`src/design/sab_pkg.sv`:
```
// Shared constants and helpers for the straight-alpha over blend core.
package sab_pkg;

  // Alpha is Q1.12: 4096 means fully opaque, the field is 13 bits wide.
  localparam int ALPHA_BITS = 13;
  localparam int FRAC_BITS  = 12;
  localparam logic [ALPHA_BITS-1:0] ALPHA_ONE = 13'd4096;

  // The combined alpha in Q1.24 never exceeds 2^24, so 25 bits hold it.
  localparam int DEN_BITS = 25;

  // Number of color channels carried side by side.
  localparam int NUM_CH = 3;

  // An alpha code above one counts as fully opaque.
  function automatic logic [ALPHA_BITS-1:0] clamp_alpha(input logic [ALPHA_BITS-1:0] v);
    logic [ALPHA_BITS-1:0] r;
    r = (v > ALPHA_ONE) ? ALPHA_ONE : v;
    return r;
  endfunction

endpackage

```
`src/design/sab_div_cell.sv`:
```
// One cell of the restoring divider chain: settles one quotient bit per channel.
module sab_div_cell #(
  parameter int COLOR_BITS = 16,
  parameter int BIT        = 0
) (
  input  logic                                              clk_i,
  input  logic                                              rst_ni,
  input  logic                                              valid_i,
  output logic                                              ready_o,
  input  logic [sab_pkg::NUM_CH-1:0][COLOR_BITS+sab_pkg::DEN_BITS-2:0] rem_i,
  input  logic [sab_pkg::NUM_CH-1:0][COLOR_BITS-1:0]        quo_i,
  input  logic [sab_pkg::DEN_BITS-1:0]                      den_i,
  input  logic [sab_pkg::ALPHA_BITS-1:0]                    alpha_i,
  input  logic                                              zero_i,
  output logic                                              valid_o,
  input  logic                                              ready_i,
  output logic [sab_pkg::NUM_CH-1:0][COLOR_BITS+sab_pkg::DEN_BITS-2:0] rem_o,
  output logic [sab_pkg::NUM_CH-1:0][COLOR_BITS-1:0]        quo_o,
  output logic [sab_pkg::DEN_BITS-1:0]                      den_o,
  output logic [sab_pkg::ALPHA_BITS-1:0]                    alpha_o,
  output logic                                              zero_o
);

  localparam int NW = COLOR_BITS + sab_pkg::DEN_BITS - 1;

  logic                                         valid_q;
  logic                                         load;
  logic [NW-1:0]                                dvs;
  logic [sab_pkg::NUM_CH-1:0]                   ge;
  logic [sab_pkg::NUM_CH-1:0][NW-1:0]           rem_d, rem_q;
  logic [sab_pkg::NUM_CH-1:0][COLOR_BITS-1:0]   quo_d, quo_q;
  logic [sab_pkg::DEN_BITS-1:0]                 den_q;
  logic [sab_pkg::ALPHA_BITS-1:0]               alpha_q;
  logic                                         zero_q;

  assign ready_o = !valid_q || ready_i;
  assign load    = valid_i && ready_o;

  // The divisor is aligned with the quotient bit this cell decides.
  always_comb begin
    dvs = NW'(den_i) << BIT;
    for (int ch = 0; ch < sab_pkg::NUM_CH; ch++) begin
      ge[ch]         = (rem_i[ch] >= dvs);
      rem_d[ch]      = ge[ch] ? (rem_i[ch] - dvs) : rem_i[ch];
      quo_d[ch]      = quo_i[ch];
      quo_d[ch][BIT] = ge[ch];
    end
  end

  always_ff @(posedge clk_i or negedge rst_ni) begin
    if (!rst_ni) begin
      valid_q <= 1'b0;
    end else if (ready_o) begin
      valid_q <= valid_i;
    end
  end

  always_ff @(posedge clk_i) begin
    if (load) begin
      rem_q   <= rem_d;
      quo_q   <= quo_d;
      den_q   <= den_i;
      alpha_q <= alpha_i;
      zero_q  <= zero_i;
    end
  end

  assign valid_o = valid_q;
  assign rem_o   = rem_q;
  assign quo_o   = quo_q;
  assign den_o   = den_q;
  assign alpha_o = alpha_q;
  assign zero_o  = zero_q;

endmodule

```
`config.mk`:
```
export PLATFORM = sky130hd
export DESIGN_NAME = sab_div_cell
export DESIGN_NICKNAME = d
export VERILOG_FILES = /design/src/design/sab_pkg.sv /design/src/design/sab_div_cell.sv
export SDC_FILE = /design/constraint.sdc
export NUM_CORES = 1
export LEC_CHECK = 0
export BUFFER_PORTS_ARGS = -buffer_cell sky130_fd_sc_hd__buf_2
export CAP_MARGIN = 5
export CORE_AREA = 4 4 204 146
export CTS_CLUSTER_DIAMETER = 30
export DETAILED_ROUTE_END_ITERATION = 10
export DIE_AREA = 0 0 208 150
export MAX_ROUTING_LAYER = met4
export PLACE_DENSITY = 0.81
export SLEW_MARGIN = 20
export SYNTH_ARGS = -nofsm -noshare
export SYNTH_HDL_FRONTEND = slang
export SYNTH_SLANG_ARGS = --single-unit
```
`constraint.sdc`:
```
create_clock -name clk_i -period 18.2 [get_ports clk_i]
set_input_delay 3.64 -clock clk_i [delete_from_list [all_inputs] [get_ports clk_i]]
set_output_delay 3.64 -clock clk_i [all_outputs]
set_load 0.02 [all_outputs]
```
==> impl_results.md <==
* Status: finished, final reports clean
* CP Max Fanout at 3
* Top FF cell, synth: edfxtp_1
* 1st-iter DRT viols at about 940
* Remaining DRCs at 0
* Tmin final at 7.72 ns
* Worst setup margin at 10.48 ns
* Pleak at 6.78 nW
* Fin Setup TNS at 0 ns
* Pwr Total at roughly 1.7 mW
* Number of synthesized register bits at between 200 and 250
* Placement Rows at 51
* Reg clk slew, reported paths at 0.06 ns
* First-pass GRT wire length at 61.8 mm
* Area of the multi-input gates at just under 0.006 mm^2
* Initial core utilization at 0.447
* Final Wtd Congestion at 0.921
* Vias post-DR at between 10000 and 15000
* FF+latch area at 0.00624 mm^2
* Most frequent cells in the layout: buf_2 (416), edfxtp_1 (207), nand2_1 (97)
* Worst-margin pin slew at 1.01 ns
* Finished Cell Area at roughly 0.016 mm^2
* Mapped Nets at ~1500
* Avg Inst Size Synth at around 11 um^2
* CP peak stage delay at 0.17 ns
* Headroom to the max-slew limit at 0.325
* Yosys cell types at 68
* TritonCTS clock tree: yes
* Clock Skews at 0.0204 ns
* CP arrival at 4.08 ns
* H-tree Lvls at 2
* CP dominant cell by count: buf_2
* Gr usage total at 0.259
* Commonest non-fill, non-tap cell in the layout: buf_2
* Pin count of the biggest net entering global routing at 79
* P&R area growth vs syn at 30.9%
* CP Depth at 3
* # fillers at 2348
* Worst path bufs/invs at 2
* Seq/Total Area, Yosys at 0.504
* Die width at approximately 210 um
* DRT Pass-1 Iters at 6
* Clock sink total at 208
* Initial antenna violation count at 3
* Finish-stage setup viols at 0
* Delay-heaviest family, CP: buffers and inverters
* Setup Buffers After CTS at 0
* Mapped Area at 0.0124 mm^2
* Nets at 1882
* Die ar. at approximately 0.031 mm^2
* Async SR Flop Fraction at 0.00481
* Core Box Area at 0.0277 mm^2
* Final Cycle Share at 0.424
* Vias/cell at 5.66
* DP Area at 0.0148 mm^2
* Yosys warns at 0
* Number of synthesized flops with an enable pin at just over 200
* Post-CTS sizing at 0
* Fin. max-slew vios at 0
* I/O pin total at 420
* Total grt overflow at 0
* Worst slack, placed at about 10 ns
* Placed cell count at 1919
* Worst vdd ir at 72.5 uV
* Longest Clk Path Bufs at 3
* Num CTS Buffers at 43
* DP HPWL at 32.5 mm
* Routed WL at 41.8 mm
* Clk_lat worst skew at 0.54 ns
* CP required at 14.56 ns
* Worst min path class: reg -> reg
* FF-to-FF path depth at 3
* Endpoint class of the critical path: primary output
* Max stage delay cell, worst path: nand2b_1
* CTS root buf: clkbuf_16
* Number of port buffers at 416
* Max Cap Violations at 0
* Syn Inst Count at 1166
* Worst Hold Slack at 0.550 ns
* Max Clk Rate at 0.130 GHz
* Final hold vios at 0
* Worst Setup Start Kind: input port
* CTS Hold Buffers Added at 0
* Final cell count without fillers at ~2000
* Critical path class: in -> out
* Post-Route Utilization at 0.585
* Vias in the first global route at 10700
* R2R Setup Slk at 15.54 ns
* Pwr dens at 103 mW/mm^2
* RSZ-0062 raised after global routing: no
* WL per Instance at 20.9 um
* Hold Crit Depth at 2
* Die Y at 150 um
* Share of cells above drive strength 1 at 0.316
* Crit-path cells: buf_2, nand2b_1, buf_2
* Routed Antenna Nets at 0
## sequential cells by signal, indices dropped and copies added (netlist names)
register,count
valid_o,1
alpha_o,13
rem_o,120
den_o,25
zero_o,1
quo_o,48
## cells in the mapped netlist (all sizes together) (11+ instances only)
master,instances,share of area
edfxtp,207,0.50
nand2,97,0.029
a21oi,92,0.037
o21ai,92,0.037
nor2,78,0.024
ha,75,0.076
xor2,61,0.043
inv,43,0.013
xnor2,41,0.029
nor3,36,0.015
clkbuf,31,0.0094
a21o,27,0.016
or3,22,0.011
nand3,21,0.0085
nor4,20,0.010
nand4,19,0.0096
or4,16,0.010
nand2b,15,0.0076
o21a,15,0.0091
o31ai,11,0.0067
## power breakdown
group / leakage [nW] / internal (mW) / total (mW) / switching, mW
combinational: 4.12 / 0.119 / 0.331 / 0.211
sequential: 1.97 / 0.580 / 0.590 / 0.0100
clock: 0.687 / 0.485 / 0.755 / 0.270
total: 6.78 / 1.18 / 1.68 / 0.492
## worst min-delay path, cell delays in order, from the launching register on
cell and delay [ns]:
dfrtp_1 0.34, nand2b_1 0.09, nand2b_1 0.08
## layer usage
layer,vias to the layer above,global-route usage,wire length [um]
met1,5376,0.359,18000
met4,0,0.0505,603
met2,598,0.396,19200
li1,5293,-,-
met5,-,-,0
met3,52,0.0614,4030
## cells by family after synthesis
kind of cell	after synthesis	synth area share
AOI/OAI and AO/OA	314	0.157
adders and majority gates	78	0.0806
muxes	7	0.00616
DFF	208	0.504
xor gates and xnor gates	102	0.0721
buffers and inverters	82	0.0264
and+or+nand+nor	375	0.154
## final timing paths
path | start | endpoint
setup reg to reg | valid_o$_DFFE_PN0N_ | rem_o[13]$_DFFE_PP_
setup / recovery | ready_i | ready_o
max in group asynchronous | rst_ni | valid_o$_DFFE_PN0N_
min in group asynchronous | rst_ni | valid_o$_DFFE_PN0N_
hold / removal | valid_o$_DFFE_PN0N_ | valid_o$_DFFE_PN0N_
hold reg to reg | valid_o$_DFFE_PN0N_ | valid_o$_DFFE_PN0N_
## area by class of cell
class / count / area share
Inverter: 43 / 0.00996
Multi-Input combinational cell: 876 / 0.359
Clock inverter: 29 / 0.0181
Antenna cell: 3 / 0.000463
Timing Repair Buffer: 421 / 0.131
Tap cell: 371 / 0.0286
Sequential cell: 208 / 0.385
Clock buffer: 50 / 0.0680
(Power assumes the default switching activity.)
