**src/design/sab_pkg.sv**
```systemverilog
// Shared constants and helpers for the straight-alpha over blend core.
package sab_pkg;

  // Alpha is Q1.12: 4096 means fully opaque, the field is 13 bits wide.
  localparam int ALPHA_BITS = 13;
  localparam int FRAC_BITS  = 12;
  localparam logic [ALPHA_BITS-1:0] ALPHA_ONE = 13'd4096;

  // The combined alpha in Q1.24 never exceeds 2^24, so 25 bits hold it.
  localparam int DEN_BITS = 25;

  // Number of color channels carried side by side.
  localparam int NUM_CH = 3;

  // An alpha code above one counts as fully opaque.
  function automatic logic [ALPHA_BITS-1:0] clamp_alpha(input logic [ALPHA_BITS-1:0] v);
    logic [ALPHA_BITS-1:0] r;
    r = (v > ALPHA_ONE) ? ALPHA_ONE : v;
    return r;
  endfunction

endpackage

```
**src/design/sab_sum_stage.sv**
```systemverilog
// Second pipeline stage: the combined alpha and the weighted color numerators.
module sab_sum_stage #(
  parameter int COLOR_BITS = 16
) (
  input  logic                                              clk_i,
  input  logic                                              rst_ni,
  input  logic                                              valid_i,
  output logic                                              ready_o,
  input  logic [sab_pkg::ALPHA_BITS-1:0]                    a_i,
  input  logic [sab_pkg::ALPHA_BITS-1:0]                    ma_i,
  input  logic [sab_pkg::DEN_BITS-1:0]                      ama_i,
  input  logic [sab_pkg::DEN_BITS-1:0]                      w_i,
  input  logic [sab_pkg::NUM_CH-1:0][COLOR_BITS+sab_pkg::FRAC_BITS-1:0] mcma_i,
  input  logic [sab_pkg::NUM_CH-1:0][COLOR_BITS-1:0]        c_i,
  output logic                                              valid_o,
  input  logic                                              ready_i,
  output logic [sab_pkg::NUM_CH-1:0][COLOR_BITS+sab_pkg::DEN_BITS-2:0] num_o,
  output logic [sab_pkg::DEN_BITS-1:0]                      den_o,
  output logic [sab_pkg::ALPHA_BITS-1:0]                    alpha_o,
  output logic                                              zero_o
);

  localparam int DW = sab_pkg::DEN_BITS;
  localparam int NW = COLOR_BITS + sab_pkg::DEN_BITS - 1;
  localparam int CW = COLOR_BITS + sab_pkg::DEN_BITS;
  localparam int FB = sab_pkg::FRAC_BITS;

  logic                                 valid_q;
  logic                                 load;
  logic [DW-1:0]                        den_d, den_q;
  logic [sab_pkg::NUM_CH-1:0][CW-1:0]   cw;
  logic [sab_pkg::NUM_CH-1:0][NW-1:0]   num_d, num_q;

  assign ready_o = !valid_q || ready_i;
  assign load    = valid_i && ready_o;

  // The sum of alphas shifted up can reach 2^25, but the difference always
  // fits, so the wrap of the 25-bit subtraction is harmless.
  always_comb begin
    den_d = ((DW'(a_i) + DW'(ma_i)) << FB) - ama_i;
    for (int ch = 0; ch < sab_pkg::NUM_CH; ch++) begin
      cw[ch]    = CW'(c_i[ch]) * CW'(w_i);
      num_d[ch] = (NW'(mcma_i[ch]) << FB) + NW'(cw[ch]);
    end
  end

  always_ff @(posedge clk_i or negedge rst_ni) begin
    if (!rst_ni) begin
      valid_q <= 1'b0;
    end else if (ready_o) begin
      valid_q <= valid_i;
    end
  end

  always_ff @(posedge clk_i) begin
    if (load) begin
      den_q <= den_d;
      num_q <= num_d;
    end
  end

  assign valid_o = valid_q;
  assign num_o   = num_q;
  assign den_o   = den_q;
  assign alpha_o = den_q[DW-1:FB];
  assign zero_o  = (den_q == '0);

endmodule

```
**config.mk**
```make
export PLATFORM = sky130hd
export DESIGN_NAME = sab_sum_stage
export DESIGN_NICKNAME = d
export VERILOG_FILES = /design/src/design/sab_pkg.sv /design/src/design/sab_sum_stage.sv
export SDC_FILE = /design/constraint.sdc
export NUM_CORES = 2
export LEC_CHECK = 0
export BUFFER_PORTS_ARGS = -buffer_cell sky130_fd_sc_hd__buf_4
export CORE_MARGIN = 1
export CORE_UTILIZATION = 35
export DETAILED_ROUTE_END_ITERATION = 7
export GPL_TIMING_DRIVEN = 0
export HOLD_SLACK_MARGIN = 0.05
export MAX_ROUTING_LAYER = met4
export SKIP_CTS_REPAIR_TIMING = 1
export SKIP_LAST_GASP = 1
export SYNTH_ARGS = -nofsm -noshare
export SYNTH_HDL_FRONTEND = slang
export SYNTH_SLANG_ARGS = --single-unit
```
**constraint.sdc**
```tcl
create_clock -name clk_i -period 3.95 [get_ports clk_i]
set_input_delay 0.1975 -clock clk_i [delete_from_list [all_inputs] [get_ports clk_i]]
set_output_delay 0.1975 -clock clk_i [all_outputs]
set_load 0.03 [all_outputs]
```
==> summary.txt <==
Logic synthesis
  – Asr flop ratio synth: 0.00685
  – Sequential area share after synthesis: 0.0940
  – Synth Flop Type: edfxtp_1
  – EDFF count, synth: 145
  – Synthesis-stage register bit count: 146
  – Synth Cell Area: 46600 sq um
  – Syn Area/Cell: 9.02 sq um
  – Distinct cells, synth: 73
  – Yosys Warn Count: 0
  – Post-Synthesis Net Count: 6775
  – Syn Inst Count: 5166

Clocking
  – Clock Latency Late Sink: 0.54 ns
  – Clk root buf: clkbuf_16
  – H-tree Lvls: 4
  – Clock transition at path regs: 0.07 ns
  – Num Clock Sinks: 146
  – CTS tree: built
  – Worst-case clock buffer depth: 2
  – Cts bufs inserted: 17

STA
  – PnR worst setup slack: -1.81 ns
  – Hold_ws: 0.187 ns
  – Setup Viol. Count Final: 89
  – Fin crit share: 1.46
  – Pins over their slew limit: 0
  – Max Fclk: 174 MHz
  – Min cycle time layout: 5.76 ns
  – Clock skew: 0.0269 ns
  – RSZ-0062 raised after global routing: true
  – Slew Limit Headroom: 0.313
  – Worst slew pin tran: 1.03 ns
  – Final hold violations: 0

Critical path
  – Crit path max fanout: 8
  – Worst Path Arrival: 6.06 ns
  – WS Path Type: in2reg
  – CP Launch Type: input pin
  – Critical Path RT: 4.26 ns
  – CP Capture Type: flip-flop

Cells and area
  – Nets: 7312
  – Commonest cells after routing, fill and taps aside: 1356 x inv_1, 1017 x fa_1, 762 x nand2_1
  – Area Growth Syn to Fin: 23.7%
  – Share of layout cells above drive strength 1: 0.189
  – Commonest non-fill, non-tap cell in the layout: inv_1
  – Filler instances: 12921

Die
  – Core area: 132000 sq um
  – Die ar.: 135000 sq um
  – Chip width: 367 microns
  – Initial core utilization: 0.354
  – Die height: 367 microns
  – IO Pins: 373
  – Num rows: 133

Drt
  – Total number of vias: 36510
  – Drt pass-1 iters: 6
  – 1st-iter DRT viols: 2512
  – Residual DRC: 0
  – Total Wirelength: 158 mm
  – Drt wl/cell: 21.1 microns
  – Via density: 4.88
  – Remaining antenna violation count: 0

Run
  – Max Cap Viol: 0

Worst hold path
  – Hold Path Class: in2reg

Global routing
  – Largest net degree at the start of global routing: 61
  – Total Routing Usage GR: 0.241
  – Total grt overflow: 0
  – Vias in the first global route: 37310
  – Initial antenna violation count: 14
  – First-pass GRT wire length: 232 mm

Placed design
  – Gpl congestion: 0.979
  – DP Wirelength: 130 mm
  – Port Buffers: 339

Status
  – Failing checks: negative setup slack
  – Status: complete, but fails checks
-- critical path, cell delays in order --
cell	delay, ns
clkbuf_16	0.14
buf_12	0.14
buf_8	0.11
nand2_4	0.04
fa_1	0.57
inv_2	0.05
fa_1	0.52
fa_1	0.58
fa_1	0.44
fa_1	0.54
inv_2	0.04
fa_1	0.51
inv_2	0.05
ha_4	0.30
o21a_1	0.12
o21a_1	0.13
o21ai_2	0.07
a211o_1	0.30
o21ai_4	0.18
buf_12	0.16
a21oi_4	0.11
o31a_1	0.34
o21a_1	0.18
a211o_1	0.23
-- through the flow --
step | utilization | worst slack (ns) | TNS [ns] | instances | cell area, sq um
final | 0.437 | -1.81 | -106.23 | 7480 | 57700
after CTS | 0.408 | -2.77 | -154.62 | 7294 | 53800
after global placement | 0.403 | -3.40 | -212.67 | 7260 | 53100
after global routing | 0.437 | -1.90 | -118.72 | 7477 | 57600
after floorplan | - | -1.91 | -113.03 | 5166 | 48400
after detailed placement | 0.404 | -3.37 | -214.42 | 7262 | 53200
-- cells by family (layout without fill, tap and decap cells) --
logic type               after synthesis  in the layout  synth area share
AO/OA/AOI/OAI                        341            341            0.0489
buffers and inverters               1652           2202             0.134
adder cells (fa/ha/maj)             1397           1397             0.543
multiplexers                           1              1          0.000242
AND/OR/NAND/NOR                     1478           1478             0.152
flip-flops                           146            146            0.0940
XOR/XNOR                             151            151            0.0284
other                                  0              9                 0
-- cells in the mapped netlist (10+ instances only) --
library cell / instances / area [sq um]
edfxtp_1: 145 / 4350
and2_1: 470 / 2940
nor2_1: 64 / 240
fa_1: 1039 / 20800
buf_4: 13 / 97.6
o21bai_1: 18 / 135
xor2_1: 41 / 359
nand4_1: 13 / 81.3
nand2_1: 800 / 3000
nor3_1: 26 / 130
o21ai_0: 42 / 210
a21o_1: 65 / 488
ha_1: 358 / 4480
nand2b_1: 15 / 93.8
nand3_1: 22 / 110
and3_1: 15 / 93.8
inv_1: 1396 / 5240
nor4_1: 10 / 62.6
o21a_1: 16 / 120
nor2b_1: 17 / 106
a211oi_1: 11 / 82.6
xnor2_1: 110 / 963
a21oi_1: 104 / 521
clkbuf_1: 242 / 908
a31oi_1: 10 / 62.6
-- cell type report --
class                   instances  area (sq um)  share of cell area
multi-input cells            3368         37600               0.652
inverters                    1396          5240              0.0909
repair buffers                522          4540              0.0787
flip-flops and latches        146          4380              0.0760
plain buffers                 252          3060              0.0530
well taps                    1755          2200              0.0381
clock buffers                  18           429             0.00744
clock inverters                14           189             0.00328
diodes                          9          22.5            0.000391
-- worst paths after layout --
path	start	end	slack [ns]	depth (start not counted)
max in group asynchronous	rst_ni	valid_o	3.33	3
min in group asynchronous	rst_ni	valid_o	0.50	3
worst max register to register	valid_o	num_o[74]	2.18	3
worst min register to register	valid_o	num_o[97]	0.98	2
worst max-delay path	w_i[8]	num_o[119]	-1.81	24
worst min-delay path	ma_i[12]	den_o[24]	0.19	4
-- registers in the layout, indices dropped and copies added (netlist names) --
register	flops
valid_o	1
num_o	120
den_o	25
-- routing by layer --
metal,up-vias,routed length (microns),track usage
li1,16133,-,-
met1,18861,63700,0.304
met2,1317,75400,0.387
met3,199,13500,0.0475
met4,0,5440,0.0820
met5,-,0,-
Power is not shown: default switching activity piles up to over one toggle a cycle in this logic, so the estimate is an artifact.
