File: src/design/sab_pkg.sv
// Shared constants and helpers for the straight-alpha over blend core.
package sab_pkg;

  // Alpha is Q1.12: 4096 means fully opaque, the field is 13 bits wide.
  localparam int ALPHA_BITS = 13;
  localparam int FRAC_BITS  = 12;
  localparam logic [ALPHA_BITS-1:0] ALPHA_ONE = 13'd4096;

  // The combined alpha in Q1.24 never exceeds 2^24, so 25 bits hold it.
  localparam int DEN_BITS = 25;

  // Number of color channels carried side by side.
  localparam int NUM_CH = 3;

  // An alpha code above one counts as fully opaque.
  function automatic logic [ALPHA_BITS-1:0] clamp_alpha(input logic [ALPHA_BITS-1:0] v);
    logic [ALPHA_BITS-1:0] r;
    r = (v > ALPHA_ONE) ? ALPHA_ONE : v;
    return r;
  endfunction

endpackage

File: src/design/sab_mul_stage.sv
// First pipeline stage: alpha clamping and the products of alphas and colors.
module sab_mul_stage #(
  parameter int COLOR_BITS = 16
) (
  input  logic                                              clk_i,
  input  logic                                              rst_ni,
  input  logic                                              valid_i,
  output logic                                              ready_o,
  input  logic [sab_pkg::NUM_CH-1:0][COLOR_BITS-1:0]        base_c_i,
  input  logic [sab_pkg::NUM_CH-1:0][COLOR_BITS-1:0]        mask_c_i,
  input  logic [sab_pkg::ALPHA_BITS-1:0]                    base_alpha_i,
  input  logic [sab_pkg::ALPHA_BITS-1:0]                    mask_alpha_i,
  output logic                                              valid_o,
  input  logic                                              ready_i,
  output logic [sab_pkg::ALPHA_BITS-1:0]                    a_o,
  output logic [sab_pkg::ALPHA_BITS-1:0]                    ma_o,
  output logic [sab_pkg::DEN_BITS-1:0]                      ama_o,
  output logic [sab_pkg::DEN_BITS-1:0]                      w_o,
  output logic [sab_pkg::NUM_CH-1:0][COLOR_BITS+sab_pkg::FRAC_BITS-1:0] mcma_o,
  output logic [sab_pkg::NUM_CH-1:0][COLOR_BITS-1:0]        c_o
);

  localparam int AW = sab_pkg::ALPHA_BITS;
  localparam int DW = sab_pkg::DEN_BITS;
  localparam int PW = COLOR_BITS + sab_pkg::FRAC_BITS;

  logic                                 valid_q;
  logic                                 load;
  logic [AW-1:0]                        a_c;
  logic [AW-1:0]                        ma_c;
  logic [AW-1:0]                        inv_ma;
  logic [AW-1:0]                        a_q;
  logic [AW-1:0]                        ma_q;
  logic [DW-1:0]                        ama_d, ama_q;
  logic [DW-1:0]                        w_d, w_q;
  logic [sab_pkg::NUM_CH-1:0][PW-1:0]   mcma_d, mcma_q;
  logic [sab_pkg::NUM_CH-1:0][COLOR_BITS-1:0] c_q;

  assign ready_o = !valid_q || ready_i;
  assign load    = valid_i && ready_o;

  always_comb begin
    a_c    = sab_pkg::clamp_alpha(base_alpha_i);
    ma_c   = sab_pkg::clamp_alpha(mask_alpha_i);
    inv_ma = sab_pkg::ALPHA_ONE - ma_c;
    ama_d  = DW'(a_c) * DW'(ma_c);
    w_d    = DW'(a_c) * DW'(inv_ma);
    for (int ch = 0; ch < sab_pkg::NUM_CH; ch++) begin
      mcma_d[ch] = PW'(mask_c_i[ch]) * PW'(ma_c);
    end
  end

  always_ff @(posedge clk_i or negedge rst_ni) begin
    if (!rst_ni) begin
      valid_q <= 1'b0;
    end else if (ready_o) begin
      valid_q <= valid_i;
    end
  end

  always_ff @(posedge clk_i) begin
    if (load) begin
      a_q    <= a_c;
      ma_q   <= ma_c;
      ama_q  <= ama_d;
      w_q    <= w_d;
      mcma_q <= mcma_d;
      c_q    <= base_c_i;
    end
  end

  assign valid_o = valid_q;
  assign a_o     = a_q;
  assign ma_o    = ma_q;
  assign ama_o   = ama_q;
  assign w_o     = w_q;
  assign mcma_o  = mcma_q;
  assign c_o     = c_q;

endmodule

File: config.mk
export PLATFORM = sky130hd
export DESIGN_NAME = sab_mul_stage
export DESIGN_NICKNAME = d
export VERILOG_FILES = /design/src/design/sab_pkg.sv /design/src/design/sab_mul_stage.sv
export SDC_FILE = /design/constraint.sdc
export NUM_CORES = 2
export LEC_CHECK = 0
export ABC_AREA = 0
export BUFFER_PORTS_ARGS = -buffer_cell sky130_fd_sc_hd__buf_2
export CORE_ASPECT_RATIO = 0.75
export CORE_MARGIN = 3
export CORE_UTILIZATION = 40
export CTS_BUF_LIST = sky130_fd_sc_hd__clkbuf_4
export CTS_CLUSTER_DIAMETER = 60
export CTS_CLUSTER_SIZE = 40
export DETAILED_ROUTE_END_ITERATION = 10
export SETUP_SLACK_MARGIN = 0.5
export SLEW_MARGIN = 25
export SYNTH_ARGS = -nofsm -noshare
export SYNTH_HDL_FRONTEND = slang
export SYNTH_SLANG_ARGS = --single-unit
File: constraint.sdc
create_clock -name clk_i -period 9.9 [get_ports clk_i]
set_input_delay 1.485 -clock clk_i [delete_from_list [all_inputs] [get_ports clk_i]]
set_output_delay 1.485 -clock clk_i [all_outputs]
set_load 0.05 [all_outputs]
==> results.md <==
• **post-synthesis register bit count** 208
• **global-route wire length before repair** 150,000 microns
• **Post-DP HPWL** 71,100 microns
• **Synth Flop Type** edfxtp_1
• **total via count after detailed routing** 26,300
• **post-synthesis sequential area ratio** 0.171
• **final wirelength** 92,700 microns
• **maximum number of pins on one net before global-route repair** 140
• **FF+latch area** 6240 sq um
• **number of setup violations in the final report** 0
• **die boundary height** 268 microns
• **pwr/cell area** 192 nW/um^2
• **category of the worst setup path launch point** input port
• **maximum buffer depth of the clock tree** 3
• **IR drop worst, VDD** 0.142 mV
• **Synth area leaders** fa_1 38%, edfxtp_1 17%, ha_1 12%
• **first-pass detailed-route iteration total** 5
• **cell accounting for the most synthesized area** fa_1
• **hold_buf cts** 0
• **final hold violations** 0
• **Setup CP Type** input port to flop
• **clock-pin transition on the worst setup and hold timing paths** 0.18 ns
• **quantity of gates resized following cts** 0
• **total number of H-tree levels** 1
• **syn avg cell area** 9.52 sq um
• **post-synthesis to final-layout area growth** 9.79%
• **overall routing resource usage** 0.199
• **placed instance count** 5,258
• **clock latency on the worst-skew pair** 0.96 ns
• **Data required, critical path** 10.53 ns
• **top-area cell type share of the netlist area** 0.382
• **total global routing overflow** 0
• **summed instance area of the synthesized netlist** 36,600 sq um
• **most frequent cells in the layout** 855 x inv_1, 699 x fa_1, 666 x nand2_1
• **setup repair after global routing missed its margin** false
• **number of vias per cell** 4.95
• **Routed wire per std cell** 17.4 microns
• **outcome** finished, final reports clean
• **count of flip-flops with a built-in enable after synthesis** 207
• **number of CTS-inserted buffers** 29
• **Crit Path Max Fanout** 16
• **Worst EP arrival** 8.62 ns
• **Sink Count** 208
• **DRT antenna net count** 0
• **sort of element at the end of the critical path** flop
• **Reg2Reg Depth** 3
• **worst setup skew after layout** 0.115 ns
• **multi-input logic area** 26,500 sq um
• **actual transition at the worst max-transition pin** 0.988 ns
• **core region area** 90,100 sq um
• **post-CTS setup repair buffer count** 0
• **starting density of the core** 0.406
• **# nets final** 5,252
• **Yosys warnings** 0
• **fillers** 8,915
• **count of unique library cells instantiated by Yosys** 74
• **type of the worst min-delay path** input port to async pin
• **TritonCTS clock tree** done
• **count of pins on the block boundary** 336
• **initial antenna violation count** 9
• **full die area** 95,200 sq um
• **setup slack at placement** 1.16 ns
• **Period minus WS final** 7.99 ns
• **CTS root buf** clkbuf_4
• **leading cell type in the layout, fill and taps excluded** inv_1
• **number of placement rows** 95
• **violation count after the first detailed-route iteration** 1,646
• **count of buffers inserted at the top-level ports** 335
• **Synthesized Nets** 5,020
• **floorplan die width** 355 microns
• **period utilization** 0.807
• **max-capacitance violation count** 0
• **count of pins over their slew limit** 0
• **count of mapped cells out of synthesis** 3,845
• **Slew HR** 0.341
• **final weighted congestion in routability-driven placement** 0.908
• **ratio of cells with drive above 1 in the final layout** 0.113
• **worst setup margin** 1.91 ns
• **Setup Total Neg Slack** 0 ns
• **vias in the first global route** 26,700
• **Async S/R FF share, synth** 0.00481
• **Layout Cells excl Fill** 5,323
• **static leakage** 20.1 nW
• **Post-route DRC** 0
• **peak clock frequency supported by timing** 125 MHz
## per-stage QoR
step	area, sq um	utilization	power, mW	hold slack (ns)
floorplan	36600	-	5.62	1.18
global placement	39500	0.438	6.87	0.510
detailed placement	39500	0.438	6.92	0.520
CTS	40200	0.446	7.83	0.0153
global route	40200	0.446	8.52	0.0749
finish	40200	0.446	7.70	0.250
## cell type report
class                      instances  area share
antenna                           11    0.000685
clock buffer                      29     0.00542
clock inverter                    25      0.0117
inverter                         872      0.0815
multi-input combinational       2595       0.659
sequential                       208       0.155
tap                             1212      0.0377
timing repair buffer             371      0.0488
## report_power, final
| group | total, mW | internal, mW | leakage (nW) | switching [mW] |
|---|---|---|---|---|
| clock | 0.807 | 0.264 | 0.336 | 0.543 |
| combinational | 5.43 | 1.99 | 17.8 | 3.44 |
| sequential | 1.46 | 1.40 | 2.00 | 0.0600 |
## routing by layer
layer | GRT usage | share of wire | vias to the layer above
met1 | 0.297 | 0.46 | 13400
li1 | - | - | 12000
met3 | 0.0360 | 0.077 | 100
met4 | 0.0389 | 0.020 | 8
met5 | 0 | 0.00054 | -
met2 | 0.305 | 0.44 | 840
## path summary, 6_finish.rpt
path | endpoint | start | slack (ns)
max in group asynchronous | valid_o | rst_ni | 9.57
min in group clk_i | valid_o | valid_o | 0.56
worst max-delay path | w_o[24] | mask_alpha_i[12] | 1.91
worst max register to register | mcma_o[60] | valid_o | 7.27
worst min-delay path | valid_o | rst_ni | 0.25
worst min register to register | valid_o | valid_o | 0.56
## flip-flops by register name (all words and copies together) (netlist names)
name,flops
valid_o,1
w_o,24
mcma_o,84
ama_o,25
a_o,13
c_o,48
ma_o,13
## synthesized netlist by cell type (all sizes together), types with 3 or more instances
master / instances
and2: 233
or3: 8
o22ai: 4
o21ai: 45
xor2: 35
o21bai: 14
o221ai: 3
o21a: 13
nor2: 146
edfxtp: 207
clkinv: 10
and3: 14
buf: 15
clkbuf: 155
nor2b: 14
a21o: 30
a31o: 4
nand2: 666
o31ai: 7
a21oi: 76
xnor2: 93
nand2b: 32
a31oi: 11
fa: 699
nand3: 15
nor3: 22
a41o: 3
ha: 350
a211oi: 16
nor3b: 3
nand4: 6
inv: 862
## worst max-delay path, cell delays in order
cell and delay (ns):
buf_4 0.23, nand2b_1 0.48, inv_2 0.07, or3_1 0.45, nor2_2 0.20, nand3_1 0.18, xor2_1 0.57, nand2_1 0.16
fa_1 0.54, fa_1 0.50, inv_1 0.05, fa_1 0.39, fa_1 0.52, inv_1 0.05, fa_1 0.48, inv_1 0.04
ha_1 0.34, and3_1 0.26, and3_1 0.19, a211oi_1 0.20, a21boi_1 0.44, o221ai_1 0.25, a31o_2 0.28, a21oi_1 0.17
xnor2_1 0.08
## logic make-up after synthesis
kind of cell,Yosys count,share of synthesized area
simple gates,1167,0.144
fa+ha+maj,1049,0.502
buf+inv,1042,0.107
compound gates,249,0.0455
flops,208,0.171
xor+xnor,128,0.0306
mux,2,0.000684
(Power assumes the default switching activity.)
